<file path="config.mk">
export PLATFORM = sky130hd
export DESIGN_NAME = ptle_ctrl
export DESIGN_NICKNAME = d
export VERILOG_FILES = /design/src/ptle_pkg.sv /design/src/ptle_ctrl.sv
export VERILOG_INCLUDE_DIRS = /design/src /design/src/src
export SDC_FILE = /design/constraint.sdc
export NUM_CORES = 1
export LEC_CHECK = 0
export BUFFER_PORTS_ARGS = -buffer_cell sky130_fd_sc_hd__buf_2
export CAP_MARGIN = 20
export CORE_MARGIN = 2
export CORE_UTILIZATION = 57
export CTS_CLUSTER_SIZE = 10
export DETAILED_ROUTE_END_ITERATION = 8
export HOLD_SLACK_MARGIN = 0.03
export PLACE_DENSITY = 0.91
export SKIP_LAST_GASP = 1
export SYNTH_ARGS = -nofsm -noshare
export SYNTH_HDL_FRONTEND = slang
export SYNTH_SLANG_ARGS = --single-unit
</file>
<file path="constraint.sdc">
create_clock -name clk -period 3.4 [get_ports clk]
set_clock_uncertainty 0.15 [all_clocks]
set_input_delay 0.68 -clock clk [delete_from_list [all_inputs] [get_ports clk]]
set_output_delay 0.68 -clock clk [all_outputs]
set_load 0.02 [all_outputs]
</file>
<file path="src/process_table_lifecycle_engine_defines.svh">
// assertion helpers shared by the engine modules
`ifndef PROCESS_TABLE_LIFECYCLE_ENGINE_DEFINES_SVH
`define PROCESS_TABLE_LIFECYCLE_ENGINE_DEFINES_SVH

// property checked on every clock edge outside reset
`define PTLE_ASSERT(name, prop, msg) \
	name: assert property (@(posedge clk) disable iff (!arst_n) prop) else $error(msg);

// condition in one cycle implies consequence in the next
`define PTLE_ASSERT_NEXT(name, cond, conseq, msg) \
	name: assert property (@(posedge clk) disable iff (!arst_n) (cond) |=> (conseq)) \
		else $error(msg);

`endif

</file>
<file path="src/ptle_pkg.sv">
`default_nettype none
package ptle_pkg;

	// table geometry
	localparam int SLOTS   = 64;
	localparam int SLOT_W  = $clog2(SLOTS);
	localparam int CNT_W   = $clog2(SLOTS + 1);
	localparam int LADDR_W = 2 * SLOT_W;

	// stream widths
	localparam int IN_W  = 40;
	localparam int OUT_W = 168;

	// operation codes
	localparam logic [2:0] OP_FORK    = 3'd0;
	localparam logic [2:0] OP_EXIT    = 3'd1;
	localparam logic [2:0] OP_WAIT    = 3'd2;
	localparam logic [2:0] OP_KILLALL = 3'd3;
	localparam logic [2:0] OP_SIGNAL  = 3'd4;
	localparam logic [2:0] OP_NICE    = 3'd5;

	// life states
	localparam logic [2:0] LIFE_RUN  = 3'd0;
	localparam logic [2:0] LIFE_BLK  = 3'd1;
	localparam logic [2:0] LIFE_STOP = 3'd2;
	localparam logic [2:0] LIFE_ZOMB = 3'd3;
	localparam logic [2:0] LIFE_TERM = 3'd4;

	// outcome codes
	localparam logic [2:0] OUT_DONE    = 3'd0;
	localparam logic [2:0] OUT_NONE    = 3'd1;
	localparam logic [2:0] OUT_BLOCKED = 3'd2;
	localparam logic [2:0] OUT_FULL    = 3'd3;
	localparam logic [2:0] OUT_NOPID   = 3'd4;

	// signal numbers and limits
	localparam logic [15:0] SIG_TERM  = 16'd15;
	localparam logic [15:0] SIG_CONT  = 16'd18;
	localparam logic [15:0] SIG_STOP  = 16'd19;
	localparam logic [15:0] INIT_PID  = 16'd1;
	localparam logic [15:0] ANY_CHILD = 16'hFFFF;
	localparam logic [1:0]  PRI_MAX   = 2'd3;
	localparam logic [6:0]  ACT_MAX   = 7'd127;

	typedef struct packed {
		logic [15:0]      pid;
		logic [2:0]       life;
		logic [1:0]       pri;
		logic [31:0]      ticks;
		logic [CNT_W-1:0] cnt;
	} slot_t;

	typedef struct packed {
		logic [15:0]       pid;
		logic [SLOT_W-1:0] idx;
	} lent_t;

	// datapath micro-operations
	typedef enum logic [4:0] {
		MO_IDLE, MO_LOAD, MO_SCAN, MO_DISP, MO_FORK, MO_EXIT, MO_SIG, MO_NICE,
		MO_WBT, MO_LRD, MO_CRD, MO_CHK, MO_IRD, MO_IADD, MO_KILL, MO_NEXT,
		MO_REAP, MO_LLAST, MO_LMOVE, MO_WFIN, MO_OUT
	} mo_t;

	typedef struct packed {
		logic [2:0] op;
		logic       tfound;
		logic       ffound;
		logic       nopid;
		logic       t_zombie;
		logic       tidx_zero;
		logic       scan_last;
		logic       loop_end;
		logic       c_live;
		logic       c_zombie;
		logic       c_match;
		logic       out_free;
	} dp_status_t;

	function automatic logic [31:0] sat32(input logic [31:0] v);
		return (v == 32'hFFFF_FFFF) ? v : v + 32'd1;
	endfunction

	// contents of a slot never written since reset
	function automatic slot_t slot_default(input logic is_init);
		slot_t r;
		r.pid   = is_init ? INIT_PID : 16'd0;
		r.life  = is_init ? LIFE_RUN : LIFE_TERM;
		r.pri   = is_init ? 2'd0 : 2'd1;
		r.ticks = 32'd0;
		r.cnt   = '0;
		return r;
	endfunction

endpackage
`default_nettype wire

</file>
<file path="src/ptle_ctrl.sv">
`default_nettype none
module ptle_ctrl (
	input  wire logic                 clk,
	input  wire logic                 arst_n,
	input  wire logic                 in_valid,
	input  wire ptle_pkg::dp_status_t st,
	output logic                      in_ready,
	output ptle_pkg::mo_t             mo
);
	import ptle_pkg::*;
	`include "process_table_lifecycle_engine_defines.svh"

	typedef enum logic [21:0] {
		ST_IDLE  = 22'h000001,
		ST_SCAN  = 22'h000002,
		ST_SFIN  = 22'h000004,
		ST_DISP  = 22'h000008,
		ST_FORK  = 22'h000010,
		ST_EXIT  = 22'h000020,
		ST_SIG   = 22'h000040,
		ST_NICE  = 22'h000080,
		ST_WBT   = 22'h000100,
		ST_LOOP  = 22'h000200,
		ST_LRD   = 22'h000400,
		ST_CRD   = 22'h000800,
		ST_CHK   = 22'h001000,
		ST_IRD   = 22'h002000,
		ST_IADD  = 22'h004000,
		ST_KILL  = 22'h008000,
		ST_NEXT  = 22'h010000,
		ST_REAP  = 22'h020000,
		ST_LLAST = 22'h040000,
		ST_LMOVE = 22'h080000,
		ST_WFIN  = 22'h100000,
		ST_OUT   = 22'h200000
	} state_t;

	state_t state_q, state_d;

	assign in_ready = state_q == ST_IDLE;

	// next state and micro-operation
	always_comb begin
		state_d = state_q;
		mo = MO_IDLE;
		unique case (state_q)
			ST_IDLE: if (in_valid) begin
				mo = MO_LOAD;
				state_d = ST_SCAN;
			end
			ST_SCAN: begin
				mo = MO_SCAN;
				if (st.scan_last) state_d = ST_SFIN;
			end
			ST_SFIN: state_d = ST_DISP;
			ST_DISP: begin
				mo = MO_DISP;
				unique case (st.op)
					OP_FORK: state_d = (st.ffound && !st.nopid) ? ST_FORK : ST_OUT;
					OP_EXIT: state_d = (st.tfound && !st.t_zombie) ? ST_EXIT : ST_OUT;
					OP_WAIT, OP_KILLALL: state_d = st.tfound ? ST_LOOP : ST_OUT;
					OP_SIGNAL: state_d = st.tfound ? ST_SIG : ST_OUT;
					OP_NICE: state_d = st.tfound ? ST_NICE : ST_OUT;
					default: state_d = ST_OUT;
				endcase
			end
			ST_FORK: begin
				mo = MO_FORK;
				state_d = ST_WBT;
			end
			ST_EXIT: begin
				mo = MO_EXIT;
				state_d = ST_WBT;
			end
			ST_SIG: begin
				mo = MO_SIG;
				state_d = ST_WBT;
			end
			ST_NICE: begin
				mo = MO_NICE;
				state_d = ST_WBT;
			end
			ST_WBT: begin
				mo = MO_WBT;
				state_d = (st.op == OP_EXIT) ? ST_LOOP : ST_OUT;
			end
			// walk of the target's child list
			ST_LOOP: begin
				priority if (!st.loop_end) state_d = ST_LRD;
				else if (st.op == OP_WAIT) state_d = ST_WFIN;
				else state_d = ST_OUT;
			end
			ST_LRD: begin
				mo = MO_LRD;
				state_d = ST_CRD;
			end
			ST_CRD: begin
				mo = MO_CRD;
				state_d = ST_CHK;
			end
			ST_CHK: begin
				mo = MO_CHK;
				priority if (st.op == OP_EXIT)
					state_d = (st.c_live && !st.tidx_zero) ? ST_IRD : ST_NEXT;
				else if (st.op == OP_KILLALL)
					state_d = (st.c_live && !st.c_zombie) ? ST_KILL : ST_NEXT;
				else
					state_d = st.c_match ? ST_REAP : ST_NEXT;
			end
			ST_IRD: begin
				mo = MO_IRD;
				state_d = ST_IADD;
			end
			ST_IADD: begin
				mo = MO_IADD;
				state_d = ST_NEXT;
			end
			ST_KILL: begin
				mo = MO_KILL;
				state_d = ST_NEXT;
			end
			ST_NEXT: begin
				mo = MO_NEXT;
				state_d = ST_LOOP;
			end
			ST_REAP: begin
				mo = MO_REAP;
				state_d = ST_LLAST;
			end
			ST_LLAST: begin
				mo = MO_LLAST;
				state_d = ST_LMOVE;
			end
			ST_LMOVE: begin
				mo = MO_LMOVE;
				state_d = ST_WBT;
			end
			ST_WFIN: begin
				mo = MO_WFIN;
				state_d = ST_WBT;
			end
			ST_OUT: if (st.out_free) begin
				mo = MO_OUT;
				state_d = ST_IDLE;
			end
			default: state_d = ST_IDLE;
		endcase
	end

	// state register
	always_ff @(posedge clk or negedge arst_n) begin
		if (!arst_n) begin
			state_q <= ST_IDLE;
		end else begin
			state_q <= state_d;
		end
	end

	`PTLE_ASSERT(a_fork_has_room, (state_q == ST_FORK) |-> (st.ffound && !st.nopid), "fork no room")
	`PTLE_ASSERT(a_state_onehot, $onehot(state_q), "state not one-hot")
	`PTLE_ASSERT_NEXT(a_accept_scan, in_valid && in_ready, state_q == ST_SCAN, "accept without sweep")
endmodule
`default_nettype wire

</file>
# After elaboration in Yosys (flattened, before gate mapping)
# Cells that the tools add are included.
[word_totals]
ff_bits = 22
latchBits = 0
ram_bits = 0
romBits = 0
out_inout_bits = 6
mem_count = 0
[classes]
addsub = 0
multipliers = 0
n_div = 0
order_cmp = 0
eq_ne = 30
n_shift = 0
muxes = 21
bitwise = 0
n_reduce_logical = 13
[op_table]
columns = ["op", "n"]
rows = [
  ["$pmux 22 s16", 1],
  ["$mux 22", 11],
  ["$pmux 22 s5", 1],
  ["$pmux 5 s20", 1],
  ["$mux 18", 3],
  ["$mux 17", 2],
  ["$eq 22x1->1 const B", 1],
  ["$eq 22x10->1 const B", 1],
  ["$eq 22x11->1 const B", 1],
  ["$eq 22x12->1 const B", 1],
  ["$eq 22x13->1 const B", 1],
  ["$eq 22x14->1 const B", 1],
  ["$eq 22x15->1 const B", 1],
  ["$eq 22x16->1 const B", 1],
  ["$eq 22x17->1 const B", 1],
  ["$eq 22x18->1 const B", 1],
  ["$eq 22x19->1 const B", 1],
  ["$eq 22x2->1 const B", 1],
  ["$eq 22x20->1 const B", 1],
  ["$eq 22x21->1 const B", 1],
  ["$eq 22x22->1 const B", 1],
  ["$eq 22x3->1 const B", 1],
  ["$eq 22x4->1 const B", 1],
  ["$eq 22x5->1 const B", 1],
  ["16 further kinds", 27],
]

# Longest topological paths before layout
# Gate-level depths: netlist of run 1.
[depth]
word_depth = 6
depth_mapped = 7

# Worst setup path after synthesis of run 1
# OpenSTA, ideal clock, no wires.
[synth_timing]
kind = "register to output"
from = "register state_q[20]"
to = "output port mo[0]"
arrival_ps = 2209
t_required_ps = 2570
setup_slack_ps = 361
path_stages_with_launch = 7
path_buffers = 1
path_cell_list = "dfrtp_1 -> clkbuf_1 -> nor4_1 -> nand3_1 -> nor3_1 -> nand2_1 -> nand3_1"
[synth_between]
elab_chain_len = 2
word_cells_on_any_way = 21
classes_between = "eq/ne (20); mux (1)"
[synth_rtl]
columns = ["item", "line_no", "text"]
rows = [
  ["from (decl)", "ptle_ctrl.sv:38", "state_t state_q, state_d;"],
  ["from (signal assigned)", "ptle_ctrl.sv:155", "state_q <= state_d;"],
  ["$eq 22x1->1", "--", ""],
  ["net in_ready", "ptle_ctrl.sv:7", "output logic in_ready,"],
  ["$pmux 5 s20", "ptle_ctrl.sv:46", "unique case (state_q)"],
  ["to (decl)", "ptle_ctrl.sv:8", "output ptle_pkg::mo_t mo"],
]
# The timed path passes the listed nets, and every way through them passes these cells.

# Worst setup path after layout of run 1
[layout_timing]
from = "register state_q[9]"
to = "output port mo[3]"
[layout_between]
elab_chain_len = 2
word_cells_on_any_way = 21
classes_between = "eq/ne (20); mux (1)"
[layout_rtl]
columns = ["item", "line_no"]
rows = [
  ["$eq 22x22->1, or another cell as far along", "ptle_ctrl.sv:46"],
  ["$pmux 5 s20 *", "ptle_ctrl.sv:46"],
]
# Every way passes the cells marked *; elsewhere a longest branch is shown, timed or not.

==> results of run 1 <==
how the worst max path moves through the flow:
stage           startpoint     to  slack, ps
2_1_floorplan  state_q[20]  mo[0]        360
3_3_place_gp    state_q[9]  mo[3]        270
3_5_place_dp    state_q[9]  mo[3]        210
4_1_cts         state_q[9]  mo[3]         -2
5_1_grt         state_q[4]  mo[1]        -70
6_report        state_q[9]  mo[3]         10
metal layers:
| metal | GRT usage, % | routed length (µm) | vias up | part of all wire [%] |
|---|---|---|---|---|
| li1 | - | - | 771 | - |
| met1 | 35.1 | 1770 | 788 | 37 |
| met2 | 46.6 | 2330 | 115 | 49 |
| met3 | 3.46 | 387 | 34 | 8.1 |
| met4 | 15.0 | 262 | 0 | 5.5 |
| met5 | 0 | 0 | - | 0 |
cell type report:
class | count | area share, %
inverters | 6 | 1.11
flip-flops and latches | 22 | 27.9
multi-input cells | 140 | 50.9
clock buffers | 4 | 1.79
well taps | 31 | 1.92
repair buffers | 50 | 16.4
cells by family after synthesis:
group	after synthesis	synth area share, %
AOI/OAI and AO/OA	27	11.6
xor gates and xnor gates	6	3.30
buffers and inverters	16	4.94
DFF	22	34.6
muxes	4	2.51
and+or+nand+nor	103	43.0
synth_stat cells, types with 4 or more instances:
library cell	n
dfrtp_1	21
nand3b_1	4
o21ai_0	9
nor4b_1	8
clkbuf_1	5
nor2_1	16
nor4_2	4
nor3_1	10
mux2i_1	4
nand3_1	8
inv_1	6
xnor2_1	5
and3_1	4
nand2_1	12
nor4_1	7
or4_1	4
nand2b_1	4
power by group:
group,internal (mW),switching [mW],leakage (nW),total [mW]
clock network,0.0657,0.0846,0.0210,0.150
logic,0.168,0.200,0.618,0.367
registers,0.281,0.0144,0.286,0.296
per-stage QoR:
step                      setup slack, ps  hold slack [ps]  power, mW  std cells
after global routing                -65.1              173      0.851        253
final                                11.4              145      0.814        253
after global placement                267              430      0.559        226
after detailed placement              214              434      0.570        226
after floorplan                       361              234      0.485        178
after CTS                           -1.54              166      0.745        238
repair_timing:
action | in CTS | in global routing
resized for setup | 7 | 20
hold buffers | 0 | 0
setup buffers | 8 | 15
endpoints found under the hold margin | 0 | 0
pin swaps | 3 | 5
setup endpoints to repair | 4 | 4
==> key figures, run 1 <==
Setup path
  • Worst R2R Path Depth: 8
  • Flop2flop setup slack: about 850 ps
  • Critical Path RT: ~2600 ps
  • Critical Path Fanout Max: 4
  • Most used cell, CP: or4_4
  • CP arrival: 2560 ps
  • Buf/Inv on CP: 1
  • Worst reg2reg path startpoint: state_q[9]
  • Slowest stage cell, crit path: or4_4
  • FF-to-FF End: state_q[7]
  • CP Class: reg -> out
  • CP Launch Type: flop
  • CP cell instances: or4_4, nor4_4, nand2_2, nor3_4, or4_4, or3b_1, buf_2
  • Stages on worst setup path: 7
  • Delay-heaviest family, CP: simple AND/OR/NAND/NOR gates
  • CP Capture Type: primary output
  • Max stage delay on crit path: 570 ps

Logic synthesis
  • Synth Net Count: approximately 200
  • Sequential cell area fraction in the yosys report: around 35%
  • Mapped cell area: approximately 0.0016 mm²
  • Synth top area share: 33.0%
  • Asr flop ratio synth: between 90% and 100%
  • Synth Flop Type: dfrtp_1
  • Yosys warns: 0
  • Seq cells post-synth: 22
  • Syn Area/Cell: 8.96 µm²
  • Area contributors post-synth: dfrtp_1, nor4b_1, nor2_1, nor3_1, nor4_2
  • Synth unique cells: 49
  • Synth area leader: dfrtp_1
  • Post-synth EDFFs: 0
  • Cell count after synthesis: 178

Floorplan
  • Placement Rows: 19
  • DIE AREA: between 0.003 and 0.004 mm²
  • Die height: 56.9 µm
  • Die X: roughly 57 µm
  • Initial core utilization: between 50 and 60%
  • Core Region: approximately 0.0027 mm²
  • Top-level I/O count: 23

Cells and area
  • Reg with most FFs: state_q
  • Area occupied by multi-input gates: 0.00103 mm²
  • Final nets: 240
  • Top flop regs: state_q x22
  • Fraction of layout cells with a size suffix above 1: 42.3%
  • Max reg flops: 22
  • Final instance area: 0.00202 mm²
  • Finished Core Util: 74.7%
  • Commonest non-fill, non-tap cell in the layout: buf_4
  • Fill cell count: 192
  • ANT cells: 0
  • Synthesis-to-finish area growth: 27.0%
  • Most frequent cells in the layout: buf_4, buf_2, nor2_1, nand2_1, dfrtp_1
  • Seq. cell area: approximately 560 µm²

Global route
  • Largest net degree at the start of global routing: 23
  • Vias in the first global route: 1,579
  • Tot GR Track Use: 28.0%
  • Global route total overflow: 0
  • Initial antenna violation count: 0
  • Global-route wire length before repair: just over 7 mm

Place
  • Number of port buffers: 22
  • HPWL after DPL: 3.28 mm
  • Post-placement cell area: 0.00172 mm²
  • Routability Congestion: 0.960

Clocking
  • TritonCTS clock tree: done
  • Clock Tree Buf Depth: 2
  • Depth of the CTS H-tree: 1
  • Clock Root Buffer: clkbuf_4
  • Register clock-pin slew on the reported worst setup and hold paths: ~120 ps
  • CTS buffer count: 3
  • Later-pin clock latency in the skew report: 330 ps
  • TritonCTS sink count: 22

STA
  • Slew headroom: between 50% and 60%
  • Worst slew pin tran: 690 ps
  • Minimum clock period: 3390 ps
  • RSZ-0062 raised after global routing: true
  • Final setup vio count: 0
  • Fmax: just under 300 MHz
  • Crit share post-route: 99.7%
  • Slew Viols, Final: 0
  • TNS Setup: 0 ps
  • Fin. Hold Viols: 0

Drt
  • ANT nets after route: 0
  • DR vias/cell: slightly below 7
  • WL per Instance: 18.8 µm
  • Wirelength, routed: ~4.8 mm
  • DRC violations left: 0
  • Vias post-DR: about 1,700
  • 1st-iter DRT viols: 140
  • Pre-Repair DR Iteration Count: 5

Pwr
  • Max IR drop VDD: 0.348 mV
  • PD cells: 402 mW/mm²
  • LEAKAGE: 0.925 nW

Hold path
  • Hold Crit Class: in -> async

Flow run
  • MaxCap Viol Count: 0

Outcome
  • Status: complete, no violations
(Power assumes the default switching activity.)
==> run 2: changes to the inputs <==
--- a/config.mk
+++ b/config.mk
@@ -9,11 +9,12 @@
 export BUFFER_PORTS_ARGS = -buffer_cell sky130_fd_sc_hd__buf_2
 export CAP_MARGIN = 20
 export CORE_MARGIN = 2
-export CORE_UTILIZATION = 57
+export CORE_UTILIZATION = 61
 export CTS_CLUSTER_SIZE = 10
 export DETAILED_ROUTE_END_ITERATION = 8
 export HOLD_SLACK_MARGIN = 0.03
-export PLACE_DENSITY = 0.91
+export PLACE_DENSITY = 0.95
+export RECOVER_POWER = 25
 export SKIP_LAST_GASP = 1
 export SYNTH_ARGS = -nofsm -noshare
 export SYNTH_HDL_FRONTEND = slang
==> constraint.sdc (replaced) <==
create_clock -name clk -period 3.97 [get_ports clk]
set_clock_uncertainty 0.15 [all_clocks]
set_input_delay 0.794 -clock clk [delete_from_list [all_inputs] [get_ports clk]]
set_output_delay 0.794 -clock clk [all_outputs]
set_load 0.02 [all_outputs]
==> key figures, run 2 (synthesis results as in run 1) <==
STA
  • Slew headroom: 19.7%
  • Slew Viols, Final: 0
  • Fmax: ~260 MHz
  • TNS Setup: 0 ps
  • RSZ-0062 raised after global routing: false
  • Fin. Hold Viols: 0
  • Final setup vio count: 0
  • Worst slew pin tran: ~1200 ps
  • Minimum clock period: about 3800 ps
  • Crit share post-route: 96.1%

Global route
  • Vias in the first global route: approximately 1,400
  • Global route total overflow: 0
  • Tot GR Track Use: between 20 and 30%
  • Initial antenna violation count: 0
  • Largest net degree at the start of global routing: 23
  • Global-route wire length before repair: between 6 and 7 mm

Clocking
  • CTS Hold Bufs: 0
  • Clock Tree Buf Depth: 2
  • Post-CTS resize count: 0
  • CTS buffer count: 3
  • Depth of the CTS H-tree: 1
  • TritonCTS sink count: 22
  • TritonCTS clock tree: done
  • Clock Root Buffer: clkbuf_4
  • Setup Fix Bufs, Post-CTS: 0
  • Later-pin clock latency in the skew report: 330 ps
  • Register clock-pin slew on the reported worst setup and hold paths: about 140 ps

Setup path
  • Most used cell, CP: or4_1
  • CP Launch Type: flop
  • CP Class: reg -> out
  • Slowest stage cell, crit path: or4_1
  • Worst reg2reg path startpoint: state_q[13]
  • CP Capture Type: primary output
  • Max stage delay on crit path: 630 ps
  • CP arrival: 2870 ps
  • Worst setup startpoint: state_q[9]
  • Critical Path Fanout Max: 7
  • Worst R2R Path Depth: 5
  • Critical Path RT: 3030 ps
  • CP cell instances: or4_1, nor4_4, nand2_2, nor3_4, or4_1, or3b_1, buf_2

Hold path
  • Hold path cells: 2
  • Hold Crit Class: reg -> reg
  • Hold_sp: state_q[2]

Pwr
  • Sw power: ~0.25 mW
  • Sw Ratio: 37.0%
  • Combinational fraction of design power: 34.7%
  • Cell-internal power: 0.422 mW
  • Sequential power share: about two fifths
  • Clk pwr share: 27.0%
  • Total power: 0.669 mW
  • PD cells: 385 mW/mm²
  • LEAKAGE: ~0.78 nW
  • Max IR drop VDD: 0.311 mV

Floorplan
  • Initial core utilization: 64.3%
  • Die height: 55.1 µm
  • Die X: between 50 and 60 µm
  • Top-level I/O count: 23
  • Placement Rows: 18
  • DIE AREA: between 0.003 and 0.004 mm²
  • Core Region: 0.00248 mm²

Cells and area
  • Top flop regs: state_q x22
  • Finished Core Util: 70.1%
  • Reg with most FFs: state_q
  • Area occupied by multi-input gates: 963 µm²
  • Fraction of layout cells with a size suffix above 1: 22.2%
  • Most frequent cells in the layout: buf_2, dfrtp_1, nor2_1, nand2_1, nor3_1
  • Synthesis-to-finish area growth: 8.95%
  • Fill cell count: 212
  • Seq. cell area: approximately 550 µm²
  • ANT cells: 0
  • Final nets: approximately 210
  • Max reg flops: 22

Place
  • Number of port buffers: 22
  • Routability Congestion: 0.907
  • HPWL after DPL: around 3.1 mm

Drt
  • 1st-iter DRT viols: 57
  • ANT nets after route: 0
  • Pre-Repair DR Iteration Count: 4
  • DRC violations left: 0
  • DR vias/cell: 6.85
  • WL per Instance: 18.4 µm
  • Wirelength, routed: 4.12 mm
  • Vias post-DR: 1,534

Outcome
  • Status: complete, no violations

Flow run
  • MaxCap Viol Count: 0
[run 2: cell count changes in the layout (fill, tap and decap cells not counted), moves of 2 or more]
cell | before | now
buf_2 | 19 | 21
buf_4 | 30 | 0
dfrtp_1 | 11 | 21
dfrtp_2 | 10 | 0
nor4_1 | 4 | 7
nor4_2 | 6 | 4
or4_1 | 1 | 4
or4_4 | 6 | 3
[run 2: final timing paths]
check | slack [ps] | end
setup / recovery | 160 | mo[3]
hold / removal | 480 | state_q[3]
setup reg to reg | 1280 | state_q[6]
hold reg to reg | 480 | state_q[3]
max in group asynchronous | 2430 | state_q[7]
min in group asynchronous | 520 | state_q[1]
[run 2: layer usage]
metal	up-vias	routed length (µm)	GRT usage, %
met4	0	119	13.4
li1	725	-	-
met3	14	223	3.23
met5	-	0	0
met1	721	1800	38.3
met2	74	1980	49.8
[run 2: layout make-up]
| type | count | share of cell area (%) |
|---|---|---|
| clock inverter | 1 | 1.73 |
| tap | 30 | 2.16 |
| inverter | 6 | 1.30 |
| sequential | 22 | 31.8 |
| clock buffer | 3 | 1.30 |
| timing repair buffer | 22 | 6.27 |
| multi-input combinational | 140 | 55.5 |
[run 2: power by group through the flow]
stage	clock, mW	sequential (mW)	combinational, mW
floorplan	0	0.252	0.163
global placement	0	0.256	0.210
detailed placement	0	0.259	0.226
CTS	0.180	0.254	0.227
global route	0.185	0.257	0.249
finish	0.181	0.256	0.232
[run 2: worst max-delay path, delay by kind of cell, from the launching register on]
kind                   cells  cell delay, ps
and+or+nand+nor            6            1910
DFF                        1             470
buffers and inverters      1             150
[run 2: stage by stage]
stage	instances	hold slack, ps	setup WS (ps)	cell area (µm²)
4_1_cts	224	271	195	1740
3_3_place_gp	220	428	655	1690
2_1_floorplan	178	348	817	1590
3_5_place_dp	220	448	605	1690
6_report	224	479	157	1740
5_1_grt	224	486	28.0	1740
